### config.mk
export PLATFORM = sky130hd
export DESIGN_NAME = ptx_token_scanner_unit
export DESIGN_NICKNAME = d
export VERILOG_FILES = /design/src/rtl/pts_pkg.sv /design/src/rtl/pts_front.sv /design/src/rtl/pts_queue.sv /design/src/rtl/pts_back.sv /design/src/rtl/ptx_token_scanner_unit.sv
export SDC_FILE = /design/constraint.sdc
export NUM_CORES = 1
export LEC_CHECK = 0
export BUFFER_PORTS_ARGS = -buffer_cell sky130_fd_sc_hd__buf_2
export CAP_MARGIN = 5
export CORE_MARGIN = 2
export CORE_UTILIZATION = 41
export DETAILED_ROUTE_END_ITERATION = 8
export GPL_ROUTABILITY_DRIVEN = 0
export SYNTH_ARGS = -nofsm -noshare
export SYNTH_HDL_FRONTEND = slang
export SYNTH_SLANG_ARGS = --single-unit
export TNS_END_PERCENT = 5
### constraint.sdc
create_clock -name clk -period 16.2 [get_ports clk]
set_clock_uncertainty 0.2 [all_clocks]
set_input_delay 1.62 -clock clk [delete_from_list [all_inputs] [get_ports clk]]
set_output_delay 1.62 -clock clk [all_outputs]
set_load 0.03 [all_outputs]
### src/rtl/pts_pkg.sv
// Shared types, codes and character classes of the token scanner.
`default_nettype none
package pts_pkg;

  localparam int MAX_RES  = 4;  // results one source word can cause
  localparam int QDEPTH   = 4;  // result-group queue entries
  localparam int QPTR_W   = $clog2(QDEPTH);
  localparam int QCNT_W   = $clog2(QDEPTH + 1);

  // result kinds
  localparam logic [1:0] KIND_WORD  = 2'd0;
  localparam logic [1:0] KIND_PUNCT = 2'd1;
  localparam logic [1:0] KIND_END   = 2'd2;
  localparam logic [1:0] KIND_ERR   = 2'd3;

  // error codes
  localparam logic [1:0] ERR_NONE     = 2'd0;
  localparam logic [1:0] ERR_OPEN_COM = 2'd1;
  localparam logic [1:0] ERR_OPEN_STR = 2'd2;
  localparam logic [1:0] ERR_BAD_CHAR = 2'd3;

  // characters with a role of their own
  localparam logic [7:0] CH_NL    = 8'h0A;
  localparam logic [7:0] CH_SLASH = 8'h2F;
  localparam logic [7:0] CH_STAR  = 8'h2A;
  localparam logic [7:0] CH_QUOTE = 8'h22;
  localparam logic [7:0] CH_COLON = 8'h3A;

  typedef struct packed {
    logic [7:0] ch;
    logic [1:0] kind;
    logic       tok_first;
    logic       tok_last;
    logic [1:0] err;
  } res_t;

  // all results of one source word; the line number travels beside it
  typedef struct packed {
    logic [1:0]               last_idx;
    res_t [MAX_RES-1:0]       res;
  } grp_t;

  function automatic res_t mk_res(logic [7:0] ch, logic [1:0] kind, logic first,
                                  logic last, logic [1:0] err);
    res_t r;
    r.ch        = ch;
    r.kind      = kind;
    r.tok_first = first;
    r.tok_last  = last;
    r.err       = err;
    return r;
  endfunction

  function automatic logic is_word(logic [7:0] c);
    logic r;
    case (c) inside
      [8'h30:8'h39], [8'h41:8'h5A], [8'h61:8'h7A],
      8'h5F, 8'h24, 8'h25, 8'h2E: r = 1'b1;
      default:                    r = 1'b0;
    endcase
    return r;
  endfunction

  function automatic logic is_space(logic [7:0] c);
    logic r;
    case (c) inside
      8'h20, 8'h09, 8'h0A, 8'h0B, 8'h0C, 8'h0D: r = 1'b1;
      default:                                  r = 1'b0;
    endcase
    return r;
  endfunction

  // , ; : ( ) [ ] { } @ + < > ! - = * |
  function automatic logic is_punct(logic [7:0] c);
    logic r;
    case (c) inside
      8'h2C, 8'h3B, 8'h3A, 8'h28, 8'h29, 8'h5B, 8'h5D, 8'h7B, 8'h7D,
      8'h40, 8'h2B, 8'h3C, 8'h3E, 8'h21, 8'h2D, 8'h3D, 8'h2A, 8'h7C: r = 1'b1;
      default: r = 1'b0;
    endcase
    return r;
  endfunction

endpackage
`default_nettype wire

### src/rtl/pts_front.sv
// Front end: scanner FSM, one source word per accept cycle, builds result groups.
`default_nettype none
module pts_front #(
  parameter int LINE_BITS = 20
) (
  input  logic                 clk,
  input  logic                 rst_n,
  input  logic                 accept,
  input  logic                 mode,
  input  logic [7:0]           char_in,
  output logic                 grp_vld,
  output pts_pkg::grp_t        grp,
  output logic [LINE_BITS-1:0] grp_line
);
  import pts_pkg::*;

  typedef enum logic [6:0] {
    ST_IDLE  = 7'b0000001,
    ST_WORD  = 7'b0000010,
    ST_SLASH = 7'b0000100,
    ST_LCOM  = 7'b0001000,
    ST_BCOM  = 7'b0010000,
    ST_BSTAR = 7'b0100000,
    ST_STR   = 7'b1000000
  } scan_st_t;

  localparam logic [LINE_BITS-1:0] LINE_ONE = LINE_BITS'(1);
  localparam logic [LINE_BITS-1:0] LINE_TOP = '1;

  scan_st_t             st_r, st_nxt;
  logic [LINE_BITS-1:0] line_r, line_nxt;
  logic [LINE_BITS-1:0] cline_r, cline_nxt;
  logic [7:0]           held_r, held_nxt;    // held colons are always ':'
  logic [1:0]           hcnt_r, hcnt_nxt;
  logic                 topen_r, topen_nxt;
  logic                 err_r, err_nxt;

  logic [2:0]           n;
  res_t [MAX_RES-1:0]   rv;
  logic [LINE_BITS-1:0] gline;
  logic [LINE_BITS-1:0] li;
  logic                 flush_go;
  logic                 idle_go;

  always_comb begin
    st_nxt    = st_r;
    line_nxt  = line_r;
    cline_nxt = cline_r;
    held_nxt  = held_r;
    hcnt_nxt  = hcnt_r;
    topen_nxt = topen_r;
    err_nxt   = err_r;
    n         = '0;
    rv        = '0;
    gline     = line_r;
    flush_go  = 1'b0;
    idle_go   = 1'b0;
    li        = (line_r == LINE_TOP) ? line_r : line_r + LINE_BITS'(1);

    // first step: decisions that come before a possible word flush
    if (!err_r) begin
      if (mode) begin
        case (st_r)
          ST_WORD:  flush_go = 1'b1;
          ST_SLASH: begin
            rv[n[1:0]] = mk_res(8'h00, KIND_ERR, 1'b0, 1'b0, ERR_BAD_CHAR);
            n = n + 3'd1;
            err_nxt = 1'b1;
          end
          ST_BCOM, ST_BSTAR: begin
            rv[n[1:0]] = mk_res(8'h00, KIND_ERR, 1'b0, 1'b0, ERR_OPEN_COM);
            n = n + 3'd1;
            gline = cline_r;
            err_nxt = 1'b1;
          end
          ST_STR: begin
            rv[n[1:0]] = mk_res(8'h00, KIND_ERR, 1'b0, 1'b0, ERR_OPEN_STR);
            n = n + 3'd1;
            err_nxt = 1'b1;
          end
          default: ;
        endcase
      end else begin
        case (st_r)
          ST_WORD: begin
            if (hcnt_r <= 2'd1) begin
              if (is_word(char_in)) begin
                rv[n[1:0]] = mk_res(held_r, KIND_WORD, !topen_r, 1'b0, ERR_NONE);
                n = n + 3'd1;
                topen_nxt = 1'b1;
                held_nxt  = char_in;
                hcnt_nxt  = 2'd1;
              end else if (char_in == CH_COLON) begin
                hcnt_nxt = 2'd2;
              end else begin
                flush_go = 1'b1;
                idle_go  = 1'b1;
              end
            end else if (hcnt_r == 2'd2) begin
              if (char_in == CH_COLON) begin
                hcnt_nxt = 2'd3;
              end else begin
                flush_go = 1'b1;
                idle_go  = 1'b1;
              end
            end else if (is_word(char_in)) begin
              // doubled colon followed by a word char stays in the word
              rv[n[1:0]] = mk_res(held_r, KIND_WORD, !topen_r, 1'b0, ERR_NONE);
              n = n + 3'd1;
              rv[n[1:0]] = mk_res(CH_COLON, KIND_WORD, 1'b0, 1'b0, ERR_NONE);
              n = n + 3'd1;
              rv[n[1:0]] = mk_res(CH_COLON, KIND_WORD, 1'b0, 1'b0, ERR_NONE);
              n = n + 3'd1;
              topen_nxt = 1'b1;
              held_nxt  = char_in;
              hcnt_nxt  = 2'd1;
            end else begin
              flush_go = 1'b1;
              idle_go  = 1'b1;
            end
          end
          ST_SLASH: begin
            hcnt_nxt = 2'd0;
            if (char_in == CH_SLASH) begin
              st_nxt = ST_LCOM;
            end else if (char_in == CH_STAR) begin
              cline_nxt = line_r;
              st_nxt    = ST_BCOM;
            end else begin
              rv[n[1:0]] = mk_res(8'h00, KIND_ERR, 1'b0, 1'b0, ERR_BAD_CHAR);
              n = n + 3'd1;
              err_nxt = 1'b1;
              st_nxt  = ST_IDLE;
            end
          end
          ST_LCOM: begin
            if (char_in == CH_NL) begin
              line_nxt = li;
              st_nxt   = ST_IDLE;
            end
          end
          ST_BCOM, ST_BSTAR: begin
            if (st_r == ST_BSTAR && char_in == CH_SLASH) begin
              st_nxt = ST_IDLE;
            end else if (char_in == CH_STAR) begin
              st_nxt = ST_BSTAR;
            end else begin
              if (char_in == CH_NL) line_nxt = li;
              st_nxt = ST_BCOM;
            end
          end
          ST_STR: begin
            // string token takes the line as counted after this char
            if (char_in == CH_NL) begin
              line_nxt = li;
              gline    = li;
            end
            rv[n[1:0]] = mk_res(char_in, KIND_WORD, 1'b0, char_in == CH_QUOTE, ERR_NONE);
            n = n + 3'd1;
            if (char_in == CH_QUOTE) st_nxt = ST_IDLE;
          end
          default: idle_go = 1'b1;
        endcase
      end
    end

    // close the held word: last word char, then any held colons as punct
    if (flush_go) begin
      rv[n[1:0]] = mk_res(held_r, KIND_WORD, !topen_r, 1'b1, ERR_NONE);
      n = n + 3'd1;
      if (hcnt_r >= 2'd2) begin
        rv[n[1:0]] = mk_res(CH_COLON, KIND_PUNCT, 1'b1, 1'b1, ERR_NONE);
        n = n + 3'd1;
      end
      if (hcnt_r == 2'd3) begin
        rv[n[1:0]] = mk_res(CH_COLON, KIND_PUNCT, 1'b1, 1'b1, ERR_NONE);
        n = n + 3'd1;
      end
      hcnt_nxt  = 2'd0;
      topen_nxt = 1'b0;
      st_nxt    = ST_IDLE;
    end

    // char between tokens
    if (idle_go) begin
      if (char_in == CH_NL) begin
        line_nxt = li;
      end else if (is_space(char_in)) begin
        line_nxt = line_r;
      end else if (char_in == CH_SLASH) begin
        held_nxt = char_in;
        hcnt_nxt = 2'd1;
        st_nxt   = ST_SLASH;
      end else if (char_in == CH_QUOTE) begin
        rv[n[1:0]] = mk_res(char_in, KIND_WORD, 1'b1, 1'b0, ERR_NONE);
        n = n + 3'd1;
        st_nxt = ST_STR;
      end else if (is_word(char_in)) begin
        held_nxt  = char_in;
        hcnt_nxt  = 2'd1;
        topen_nxt = 1'b0;
        st_nxt    = ST_WORD;
      end else if (is_punct(char_in)) begin
        rv[n[1:0]] = mk_res(char_in, KIND_PUNCT, 1'b1, 1'b1, ERR_NONE);
        n = n + 3'd1;
      end else begin
        rv[n[1:0]] = mk_res(8'h00, KIND_ERR, 1'b0, 1'b0, ERR_BAD_CHAR);
        n = n + 3'd1;
        err_nxt  = 1'b1;
        st_nxt   = ST_IDLE;
        hcnt_nxt = 2'd0;
      end
    end

    // end of source: End token unless an error was raised, then restart
    if (mode) begin
      if (!err_r && !err_nxt) begin
        rv[n[1:0]] = mk_res(8'h00, KIND_END, 1'b1, 1'b1, ERR_NONE);
        n = n + 3'd1;
      end
      st_nxt    = ST_IDLE;
      line_nxt  = LINE_ONE;
      cline_nxt = LINE_ONE;
      hcnt_nxt  = 2'd0;
      topen_nxt = 1'b0;
      err_nxt   = 1'b0;
    end
  end

  assign grp_vld      = accept && (n != 3'd0);
  assign grp.last_idx = 2'(n - 3'd1);
  assign grp.res      = rv;
  assign grp_line     = gline;

  always_ff @(posedge clk) begin
    if (!rst_n) begin
      st_r    <= ST_IDLE;
      line_r  <= LINE_ONE;
      cline_r <= LINE_ONE;
      hcnt_r  <= 2'd0;
      topen_r <= 1'b0;
      err_r   <= 1'b0;
    end else if (accept) begin
      st_r    <= st_nxt;
      line_r  <= line_nxt;
      cline_r <= cline_nxt;
      hcnt_r  <= hcnt_nxt;
      topen_r <= topen_nxt;
      err_r   <= err_nxt;
    end
  end

  always_ff @(posedge clk) begin
    if (accept) held_r <= held_nxt;
  end

`ifndef SYNTHESIS
  a_err_clean: assert property (@(posedge clk) disable iff (!rst_n)
    err_r |-> (st_r == ST_IDLE) && (hcnt_r == 2'd0))
    else $error("error latched with scanner not idle");
  a_word_held: assert property (@(posedge clk) disable iff (!rst_n)
    (st_r == ST_WORD) |-> (hcnt_r != 2'd0))
    else $error("word state without held char");
  a_end_restart: assert property (@(posedge clk) disable iff (!rst_n)
    (accept && mode) |=> (line_r == LINE_ONE) && !err_r && (st_r == ST_IDLE))
    else $error("scanner did not restart after end of source");
`endif

endmodule
`default_nettype wire

### src/rtl/pts_queue.sv
// Short queue of result groups between scanner front and output back end.
`default_nettype none
module pts_queue #(
  parameter int LINE_BITS = 20
) (
  input  logic                 clk,
  input  logic                 rst_n,
  input  logic                 push,
  input  pts_pkg::grp_t        grp_in,
  input  logic [LINE_BITS-1:0] line_in,
  input  logic                 pop,
  output logic                 full,
  output logic                 vld,
  output pts_pkg::grp_t        grp_out,
  output logic [LINE_BITS-1:0] line_out
);
  import pts_pkg::*;

  grp_t                 grp_mem [QDEPTH];
  logic [LINE_BITS-1:0] line_mem [QDEPTH];
  logic [QPTR_W-1:0]    wr_ptr_r, rd_ptr_r;
  logic [QCNT_W-1:0]    cnt_r, cnt_nxt;

  assign full     = (cnt_r == QCNT_W'(QDEPTH));
  assign vld      = (cnt_r != '0);
  assign grp_out  = grp_mem[rd_ptr_r];
  assign line_out = line_mem[rd_ptr_r];

  always_comb begin
    case ({push, pop})
      2'b10:   cnt_nxt = cnt_r + QCNT_W'(1);
      2'b01:   cnt_nxt = cnt_r - QCNT_W'(1);
      default: cnt_nxt = cnt_r;
    endcase
  end

  always_ff @(posedge clk) begin
    if (!rst_n) begin
      wr_ptr_r <= '0;
      rd_ptr_r <= '0;
      cnt_r    <= '0;
    end else begin
      if (push) wr_ptr_r <= wr_ptr_r + QPTR_W'(1);
      if (pop)  rd_ptr_r <= rd_ptr_r + QPTR_W'(1);
      cnt_r <= cnt_nxt;
    end
  end

  always_ff @(posedge clk) begin
    if (push) begin
      grp_mem[wr_ptr_r]  <= grp_in;
      line_mem[wr_ptr_r] <= line_in;
    end
  end

`ifndef SYNTHESIS
  a_no_overflow: assert property (@(posedge clk) disable iff (!rst_n)
    (full |-> !push) and (!vld |-> !pop))
    else $error("group queue pushed when full or popped when empty");
`endif

endmodule
`default_nettype wire

### src/rtl/pts_back.sv
// Back end: walks each queued group and drives the registered result channel.
`default_nettype none
module pts_back #(
  parameter int LINE_BITS = 20
) (
  input  logic                 clk,
  input  logic                 rst_n,
  input  logic                 q_vld,
  input  pts_pkg::grp_t        q_grp,
  input  logic [LINE_BITS-1:0] q_line,
  output logic                 q_pop,
  output logic                 out_vld,
  input  logic                 out_rdy,
  output pts_pkg::res_t        out_res,
  output logic [LINE_BITS-1:0] out_line,
  output logic                 out_last
);
  import pts_pkg::*;

  logic                 out_vld_r, out_vld_nxt;
  res_t                 res_r;
  logic [LINE_BITS-1:0] line_r;
  logic                 last_r;
  logic [1:0]           idx_r, idx_nxt;
  logic                 load;

  assign load  = q_vld && (!out_vld_r || out_rdy);
  assign q_pop = load && (idx_r == q_grp.last_idx);

  always_comb begin
    idx_nxt     = idx_r;
    if (load) idx_nxt = q_pop ? 2'd0 : idx_r + 2'd1;
    out_vld_nxt = load || (out_vld_r && !out_rdy);
  end

  always_ff @(posedge clk) begin
    if (!rst_n) begin
      out_vld_r <= 1'b0;
      idx_r     <= 2'd0;
    end else begin
      out_vld_r <= out_vld_nxt;
      idx_r     <= idx_nxt;
    end
  end

  always_ff @(posedge clk) begin
    if (load) begin
      res_r  <= q_grp.res[idx_r];
      line_r <= q_line;
      last_r <= q_pop;
    end
  end

  assign out_vld  = out_vld_r;
  assign out_res  = res_r;
  assign out_line = line_r;
  assign out_last = last_r;

`ifndef SYNTHESIS
  a_idx_in_grp: assert property (@(posedge clk) disable iff (!rst_n)
    q_vld |-> (idx_r <= q_grp.last_idx))
    else $error("result index beyond queued group");
`endif

endmodule
`default_nettype wire

### src/rtl/ptx_token_scanner_unit.sv
// Top level of the token scanner: front scanner, group queue, output back end.
//
// Input channel (in_*): one word per source byte. in_tuser = 1 marks end of
//   source, and in_tdata is then ignored. A word is taken at an edge with
//   in_tvalid and in_tready both high.
// Result channel (out_*): one word per token character, End token or error,
//   with out_tlast on the final result word caused by one input word.
// Throughput: one input word per cycle while the queue has room. Each input word
//   is scanned in the cycle it is taken, and its results, up to four, go as one
//   group into a four-entry queue; a word without results adds no group. The
//   back end then sends one result word per cycle while out_tready is high.
// Path: the first result word of an input word is written into a queue entry,
//   then into the output register, and from there it is on out_*.
// Stall: while out_tready is low the output register holds its word; the
//   front keeps taking input until the queue holds four groups, then drops
//   in_tready.
// Reset: synchronous, active low. The scanner returns to the state between
//   tokens at line one with the error flag clear; the queue and output
//   register are emptied. After an error, input is discarded without result
//   until the end-of-source word, which restarts the scanner.
`default_nettype none
module ptx_token_scanner_unit #(
  parameter int LINE_BITS = 20
) (
  input  logic                           clk,
  input  logic                           rst_n,
  input  logic                           in_tvalid,
  output logic                           in_tready,
  input  logic [7:0]                     in_tdata,   // [7:0] char_in
  input  logic                           in_tuser,   // [0] mode
  output logic                           out_tvalid,
  input  logic                           out_tready,
  // [7:0] out_char, [LINE_BITS+7:8] line_no, [LINE_BITS+9:LINE_BITS+8] error_code, zero pad
  output logic [((10+LINE_BITS+7)/8)*8-1:0] out_tdata,
  output logic [3:0]                     out_tuser,  // [1:0] kind, [2] token_start, [3] token_end
  output logic                           out_tlast
);
  import pts_pkg::*;

  localparam int OUT_TDATA_W = ((10 + LINE_BITS + 7) / 8) * 8;

  logic                 accept;
  logic                 f_vld;
  grp_t                 f_grp;
  logic [LINE_BITS-1:0] f_line;

  logic                 q_full;
  logic                 q_vld;
  logic                 q_pop;
  grp_t                 q_grp;
  logic [LINE_BITS-1:0] q_line;

  res_t                 b_res;
  logic [LINE_BITS-1:0] b_line;

  // input is taken whenever the group queue has room
  assign in_tready = !q_full;
  assign accept    = in_tvalid && in_tready;

  pts_front #(.LINE_BITS(LINE_BITS)) u_front (
    .clk      (clk),
    .rst_n    (rst_n),
    .accept   (accept),
    .mode     (in_tuser),
    .char_in  (in_tdata),
    .grp_vld  (f_vld),
    .grp      (f_grp),
    .grp_line (f_line)
  );

  pts_queue #(.LINE_BITS(LINE_BITS)) u_queue (
    .clk      (clk),
    .rst_n    (rst_n),
    .push     (f_vld),
    .grp_in   (f_grp),
    .line_in  (f_line),
    .pop      (q_pop),
    .full     (q_full),
    .vld      (q_vld),
    .grp_out  (q_grp),
    .line_out (q_line)
  );

  pts_back #(.LINE_BITS(LINE_BITS)) u_back (
    .clk      (clk),
    .rst_n    (rst_n),
    .q_vld    (q_vld),
    .q_grp    (q_grp),
    .q_line   (q_line),
    .q_pop    (q_pop),
    .out_vld  (out_tvalid),
    .out_rdy  (out_tready),
    .out_res  (b_res),
    .out_line (b_line),
    .out_last (out_tlast)
  );

  // pack result word, pad bits above the error code are zero
  assign out_tdata = OUT_TDATA_W'({b_res.err, b_line, b_res.ch});
  assign out_tuser = {b_res.tok_last, b_res.tok_first, b_res.kind};

endmodule
`default_nettype wire

Word-level counts from Yosys, hierarchy flattened. Memory sizes are Yosys's and may differ from the RTL's. A register that Yosys moved wholly into a read port is not among the register bits. Index checks and enable logic that the tools add are counted.

Equal/unequal tests: 46. Mux-type cells: 200. Add/sub/neg operators: 12. Reductions and logical operators: 37. $lt $le $gt $ge: 19. Bitwise operators: 12.

Operators by type and width (count): $mux W56 (13); $mux W20 (18); $bwmux W56 (3); $eq A8 B6 Y1 const B (18); $demux W14 S2 (5); $mux W14 (10); $mux W8 (13); $mux W7 (13); $mux W28 (3); $mux W42 (2); $mux W1 (69); $and A28 B28 Y28 (2); $eq A8 B7 Y1 const B (7); $not A28 Y28 (2); $or A28 B28 Y28 (2); $mux W3 (17); $and A44 B44 Y44 (1); $not A44 Y44 (1); $pmux W14 S3 (1); $and A40 B40 Y40 (1); $eq A8 B4 Y1 const B (5); $mux W2 (20); $mux W40 (1); $not A40 Y40 (1); other kinds (51) (98).

Bits of input ports: 13. Flip-flop bits (word level): 84. Logic and storage cells: 346. Output and inout bits: 39. Bits in writable memories: 312. Memories kept: 2.

Memory list: u_queue.grp_mem (depth 4, bits a word 58, read ports 1, clocked after Yosys merged registers in 1, write ports 1, line pts_queue.sv:19) `grp_t grp_mem [QDEPTH];`; u_queue.line_mem (depth 4, bits a word 20, read ports 1, clocked after Yosys merged registers in 1, write ports 1, line pts_queue.sv:20) `logic [LINE_BITS-1:0] line_mem [QDEPTH];`.

Depth between registers and ports, before layout.
Word-level depth: 40. Mapped depth: 31. Mapped depth without buffers: 28.

By module. From an unflattened synthesis, not the netlist that was laid out.

Cells, all modules: 1390. Area, all modules: 19407.4 sq um.

Modules (own cells, without submodules): pts_queue (instances 1, area each 11716.2 sq um, sequential area each 9549.2 sq um, cells each 450); pts_front (instances 1, area each 6042.0 sq um, sequential area each 1261.2 sq um, cells each 861); pts_back (instances 1, area each 1620.3 sq um, sequential area each 1111.1 sq um, cells each 74); ptx_token_scanner_unit (instances 1, area each 28.8 sq um, sequential area each 0.0 sq um, cells each 5).

Worst setup path after synthesis. Ideal clock, no wire load.

Path kind: input -> register. Start: input in_tdata[7]. End: memory u_queue.grp_mem[0][0] (netlist bit), enable pin. Required time: 15559 ps. Data arrival time: 8229 ps. Cell stages on the path: 26. Setup time: 441 ps. Slack: 7330 ps. Path buffers: 3. Path through: buf_2 -> or4b_4 -> buf_6 -> nor4b_4 -> a211oi_2 -> or3_1 -> a211o_1 -> inv_1 -> ha_1 -> clkbuf_1 -> nor2_1 -> mux2i_1 -> ha_1 -> a21o_1 -> nand3_1 -> o21ai_0 -> a21o_1 -> ha_1 -> nor2_1 -> a21oi_1 -> ha_1 -> nand2_1 -> a21oi_1 -> o22a_1 -> o21a_1 -> and2_1.

Cells in the longest elaborated chain, start to end: 36. Elaborated cells between the ends (all ways): 122. Classes of those cells: add/sub (5); order compare (6); eq/ne (30); mux (71); reduce/logical (10).

Ends and longest elaborated chain: start: declaration (line ptx_token_scanner_unit.sv:29) `input logic [7:0] in_tdata,`; $ge A8 B7 Y1 (implied by the code), or another cell as far along (line pts_front.sv:87, pts_front.sv:106, pts_front.sv:198); $logic_and A1 B1 Y1 (implied by the code) (line pts_front.sv:87, pts_front.sv:106, pts_front.sv:198); $reduce_or A7 Y1 (line pts_pkg.sv:56) `case (c) inside`; $mux W1 (line pts_pkg.sv:56); $mux W1 (line pts_front.sv:99) `end else if (hcnt_r == 2'd2) begin`; $mux W1 (line pts_front.sv:86) `if (hcnt_r <= 2'd1) begin`; $mux W1 (line pts_front.sv:84) `case (st_r)`; $mux W1 (line pts_front.sv:62) `if (mode) begin`; [... 20 more ...]; $mux W3 (line pts_front.sv:185) `if (idle_go) begin`; $add A3 B1 Y3 (line pts_front.sv:219) `n = n + 3'd1;`; $mux W3 (line pts_front.sv:217) `if (!err_r && !err_nxt) begin`; $mux W3 * (line pts_front.sv:216) `if (mode) begin`; $reduce_bool A3 Y1 * (line pts_front.sv:230) `assign grp_vld = accept && (n != 3'd0);`; $logic_and A1 B1 Y1 * (line pts_front.sv:230); $mux W1 * (line pts_queue.sv:50) `if (push) begin`; $mux W1 (implied by the code) * (line pts_queue.sv:51) `grp_mem[wr_ptr_r] <= grp_in;`; end: declaration (line pts_queue.sv:19).

Every way passes the cells marked *; elsewhere a longest branch is shown, timed or not. The select of a mux whose other input is x is not followed.

Worst setup path after layout.
Start: input in_tdata[6]. End: memory u_queue.grp_mem[3][5] (netlist bit), enable pin.

The elaborated chain is that of the path after synthesis.

==> reports/metrics.yaml <==
outcome:
  status: "finished clean"
sta:
  slew_viol_final: 0
  worst_pin_slew_ps: 1070
  finalHoldViolCount: 0
  rsz0062_at_grt: "no"
  slew-limit-headroom_pct: 28.7
  period_share_pct: 51.9
  max_freq_mhz: 119
  setup_tns_ps: 0
  setup_viol: 0
  fin_crit_ps: 8400
pwr:
  p_leak_nw: 6.97
  vdd_drop_max_mv: 0.0925
  powerDensity_nw_per_um2: 142
synthesis:
  ys.warnings.count: 0
  synth-seq-cells: 406
  synthCells: 1421
  syn_avg_cell_area_um2: 13.3
  ys_top_cells_by_area: "edfxtp_1 (54%), mux4_2 (10%), dfxtp_1 (6.7%)"
  synth_area_um2: 18900
  yosysSeqAreaShare_pct: 61.1
  ys.flop_type: "edfxtp_1"
  ys_async_sr_fraction_pct: 0
  synth_area_leader_cell: "edfxtp_1"
  synth_top_area_share_pct: 54.5
  synth_edf_count: 343
  synth_cell_types: 76
worst_setup_path:
  rrSetupSlack_ps: 9040
  crit_top_cell: "ha_1"
  cp_top_family: "compound AO/OA/AOI/OAI gates"
  crit_type: "in -> reg"
  cp_max_fo: 52
  worst_setup_path_end_kind: "register"
  critical_path_required_ps: 16190
  crit_buf_inv: 3
  start_kind: "input pin"
  crit_path_top_delay_cell: "buf_4"
  slowest_delay_ps: 670
  worst-endpoint-arrival_ps: 8390
place:
  place_inst: 1991
  hpwl_um: 31100
  io_buffer_count: 49
grt:
  track_usage_pct: 19.8
  grt_pass1_wl_um: 72100
  first_global_vias: 11800
  grt_antenna_before_repair: 1
  grt_max_degree: 56
  overflow: 0
clock_network:
  h-tree-depth: 2
  clk_latency_ps: 580
  ctsResizeCount: 0
  cts_tree: "built"
  clockBufferDepth: 3
  post_cts_buffers: 0
  cts_made_buffers: 44
  ctsRootBufferMaster: "clkbuf_16"
  hold_buffers: 0
  cts.sink_count: 406
  path_clk_slew_ps: 60
die:
  die_y_um: 219
  die_w_um: 219
  rows: 78
  ios: 52
  dieArea_um2: 47900
  initial_core_util_pct: 41.6
  core_um2: 45500
detailed_routing:
  ant_nets: 0
  num_vias: 12400
  wl_per_cell_um: 22.6
  vias_per_cell: 5.98
  dr.pass1.iters: 7
  wirelength_um: 46900
  drc: 0
  drt_iter0_drc: 1547
worst_hold_path:
  hp-class: "reg -> reg"
final_layout:
  area_delta_synth_final_pct: 11.8
  fin_cells: 2071
  nNetsFinal: 1475
  drive_gt1_share_pct: 17.1
flow_run:
  max_cap_viol_count: 0
==> cell usage in the layout (no fill, tap or decap), types with 7 or more instances in the layout <==
| cell type | count |
|---|---|
| inv_1 | 29 |
| a22o_1 | 11 |
| a22oi_1 | 26 |
| nor3b_1 | 7 |
| nand2b_1 | 9 |
| a21boi_0 | 11 |
| xnor2_1 | 10 |
| o22a_1 | 7 |
| nor3_1 | 25 |
| clkbuf_16 | 44 |
| mux4_2 | 87 |
| nand2_1 | 94 |
| nand3_1 | 46 |
| nor2_1 | 70 |
| buf_4 | 19 |
| nand4_1 | 15 |
| o21ai_0 | 89 |
| o21a_1 | 9 |
| ha_1 | 24 |
| a31oi_1 | 26 |
| o211ai_1 | 10 |
| a31o_2 | 7 |
| edfxtp_1 | 343 |
| and2_1 | 38 |
| and3_1 | 31 |
| a21oi_1 | 76 |
| and4_1 | 7 |
| nor2b_1 | 30 |
| clkinv_2 | 9 |
| nor4_1 | 7 |
| dfxtp_1 | 61 |
| a311oi_1 | 7 |
| a21o_1 | 8 |
| buf_2 | 49 |
==> stage by stage <==
stage	power (W)	setup WS (ps)	cell area, um2	utilization, %	hold WS, ps
after floorplan	0.00184	7330	18900	-	256
after global placement	0.00201	7440	19700	43.3	264
after detailed placement	0.00202	7320	19700	43.3	281
after CTS	0.00303	7880	21100	46.5	294
after global routing	0.00312	7320	21100	46.5	328
final	0.00299	7800	21100	46.5	297
==> metal layers <==
layer	share of wire, %	global-route usage (%)	up-vias
met5	0	0	-
met4	2.3	5.47	0
met3	7.1	3.65	85
met2	44	29.1	508
met1	46	30.0	6226
li1	-	-	5574
==> cells by family after synthesis <==
group / synth area share, %
AND/OR/NAND/NOR: 11.5
flip-flops: 61.1
AO/OA/AOI/OAI: 11.6
buffers and inverters: 2.71
multiplexers: 10.7
adder cells (fa/ha/maj): 1.69
XOR/XNOR: 0.648
other: 0.0198
==> state kept, by name, summed over array words and instances (netlist names), 3 cells and up, named ones only <==
name and cells:
u_queue.line_mem 80, u_back.out_line 20, u_back.out_res 14, u_front.line_r 20
u_queue.grp_mem 220, u_front.st_r 7, u_front.held_r 8, u_queue.cnt_r 3
u_front.cline_r 20
==> worst min-delay path, delay by kind of cell (launching register included) <==
family,cells,cell delay [ps]
compound gates,1,80
simple gates,1,60
flops,1,320
==> path summary, 6_finish.rpt <==
kind / startpoint / end / cells past startpoint
setup reg to reg: u_front.st_r[1] / u_queue.grp_mem[3][5] / 23
setup / recovery: in_tdata[6] / u_queue.grp_mem[3][5] / 25
hold reg to reg: u_front.cline_r[0] / u_front.cline_r[0] / 2
hold / removal: u_front.cline_r[0] / u_front.cline_r[0] / 2
==> layout make-up <==
cell class	count	area, um2
clock inverters	27	308
diodes	1	2.50
inverters	30	113
multi-input cells	887	6860
well taps	600	751
repair buffers	68	388
clock buffers	52	1150
flip-flops and latches	406	11600
fillers	4056	24300
==> power by group <==
part | total, W | leakage (nW) | switching [W] | internal, W
Combinational | 0.000613 | 2.52 | 0.000375 | 0.000238
Sequential | 0.00137 | 3.74 | 0.0000556 | 0.00131
Clock | 0.00101 | 0.708 | 0.000405 | 0.000604
Total | 0.00299 | 6.97 | 0.000836 | 0.00216
==> cells in the mapped netlist (all sizes together) (4+ instances only) <==
| cell | n |
|---|---|
| o22ai | 4 |
| dfxtp | 63 |
| xnor2 | 10 |
| o21ai | 95 |
| or2 | 4 |
| nand2b | 9 |
| nand2 | 94 |
| a21boi | 15 |
| nor4 | 7 |
| nor3 | 27 |
| a311oi | 7 |
| o22a | 7 |
| o21a | 9 |
| edfxtp | 343 |
| a211oi | 5 |
| a21o | 8 |
| or4 | 6 |
| nor4b | 4 |
| clkbuf | 79 |
| mux4 | 87 |
| o211ai | 10 |
| a31oi | 26 |
| and2 | 42 |
| o31ai | 6 |
| ha | 24 |
| nor2b | 30 |
| xor2 | 4 |
| buf | 20 |
| mux2i | 6 |
| nor2 | 70 |
| a22oi | 26 |
| or3 | 6 |
| a21oi | 78 |
| a211o | 4 |
| a31o | 7 |
| a22o | 11 |
| nor3b | 7 |
| and4 | 7 |
| nand4 | 15 |
| and3 | 31 |
| nand3 | 46 |
| inv | 29 |
No activity file was read; power rests on OpenSTA's default activity.
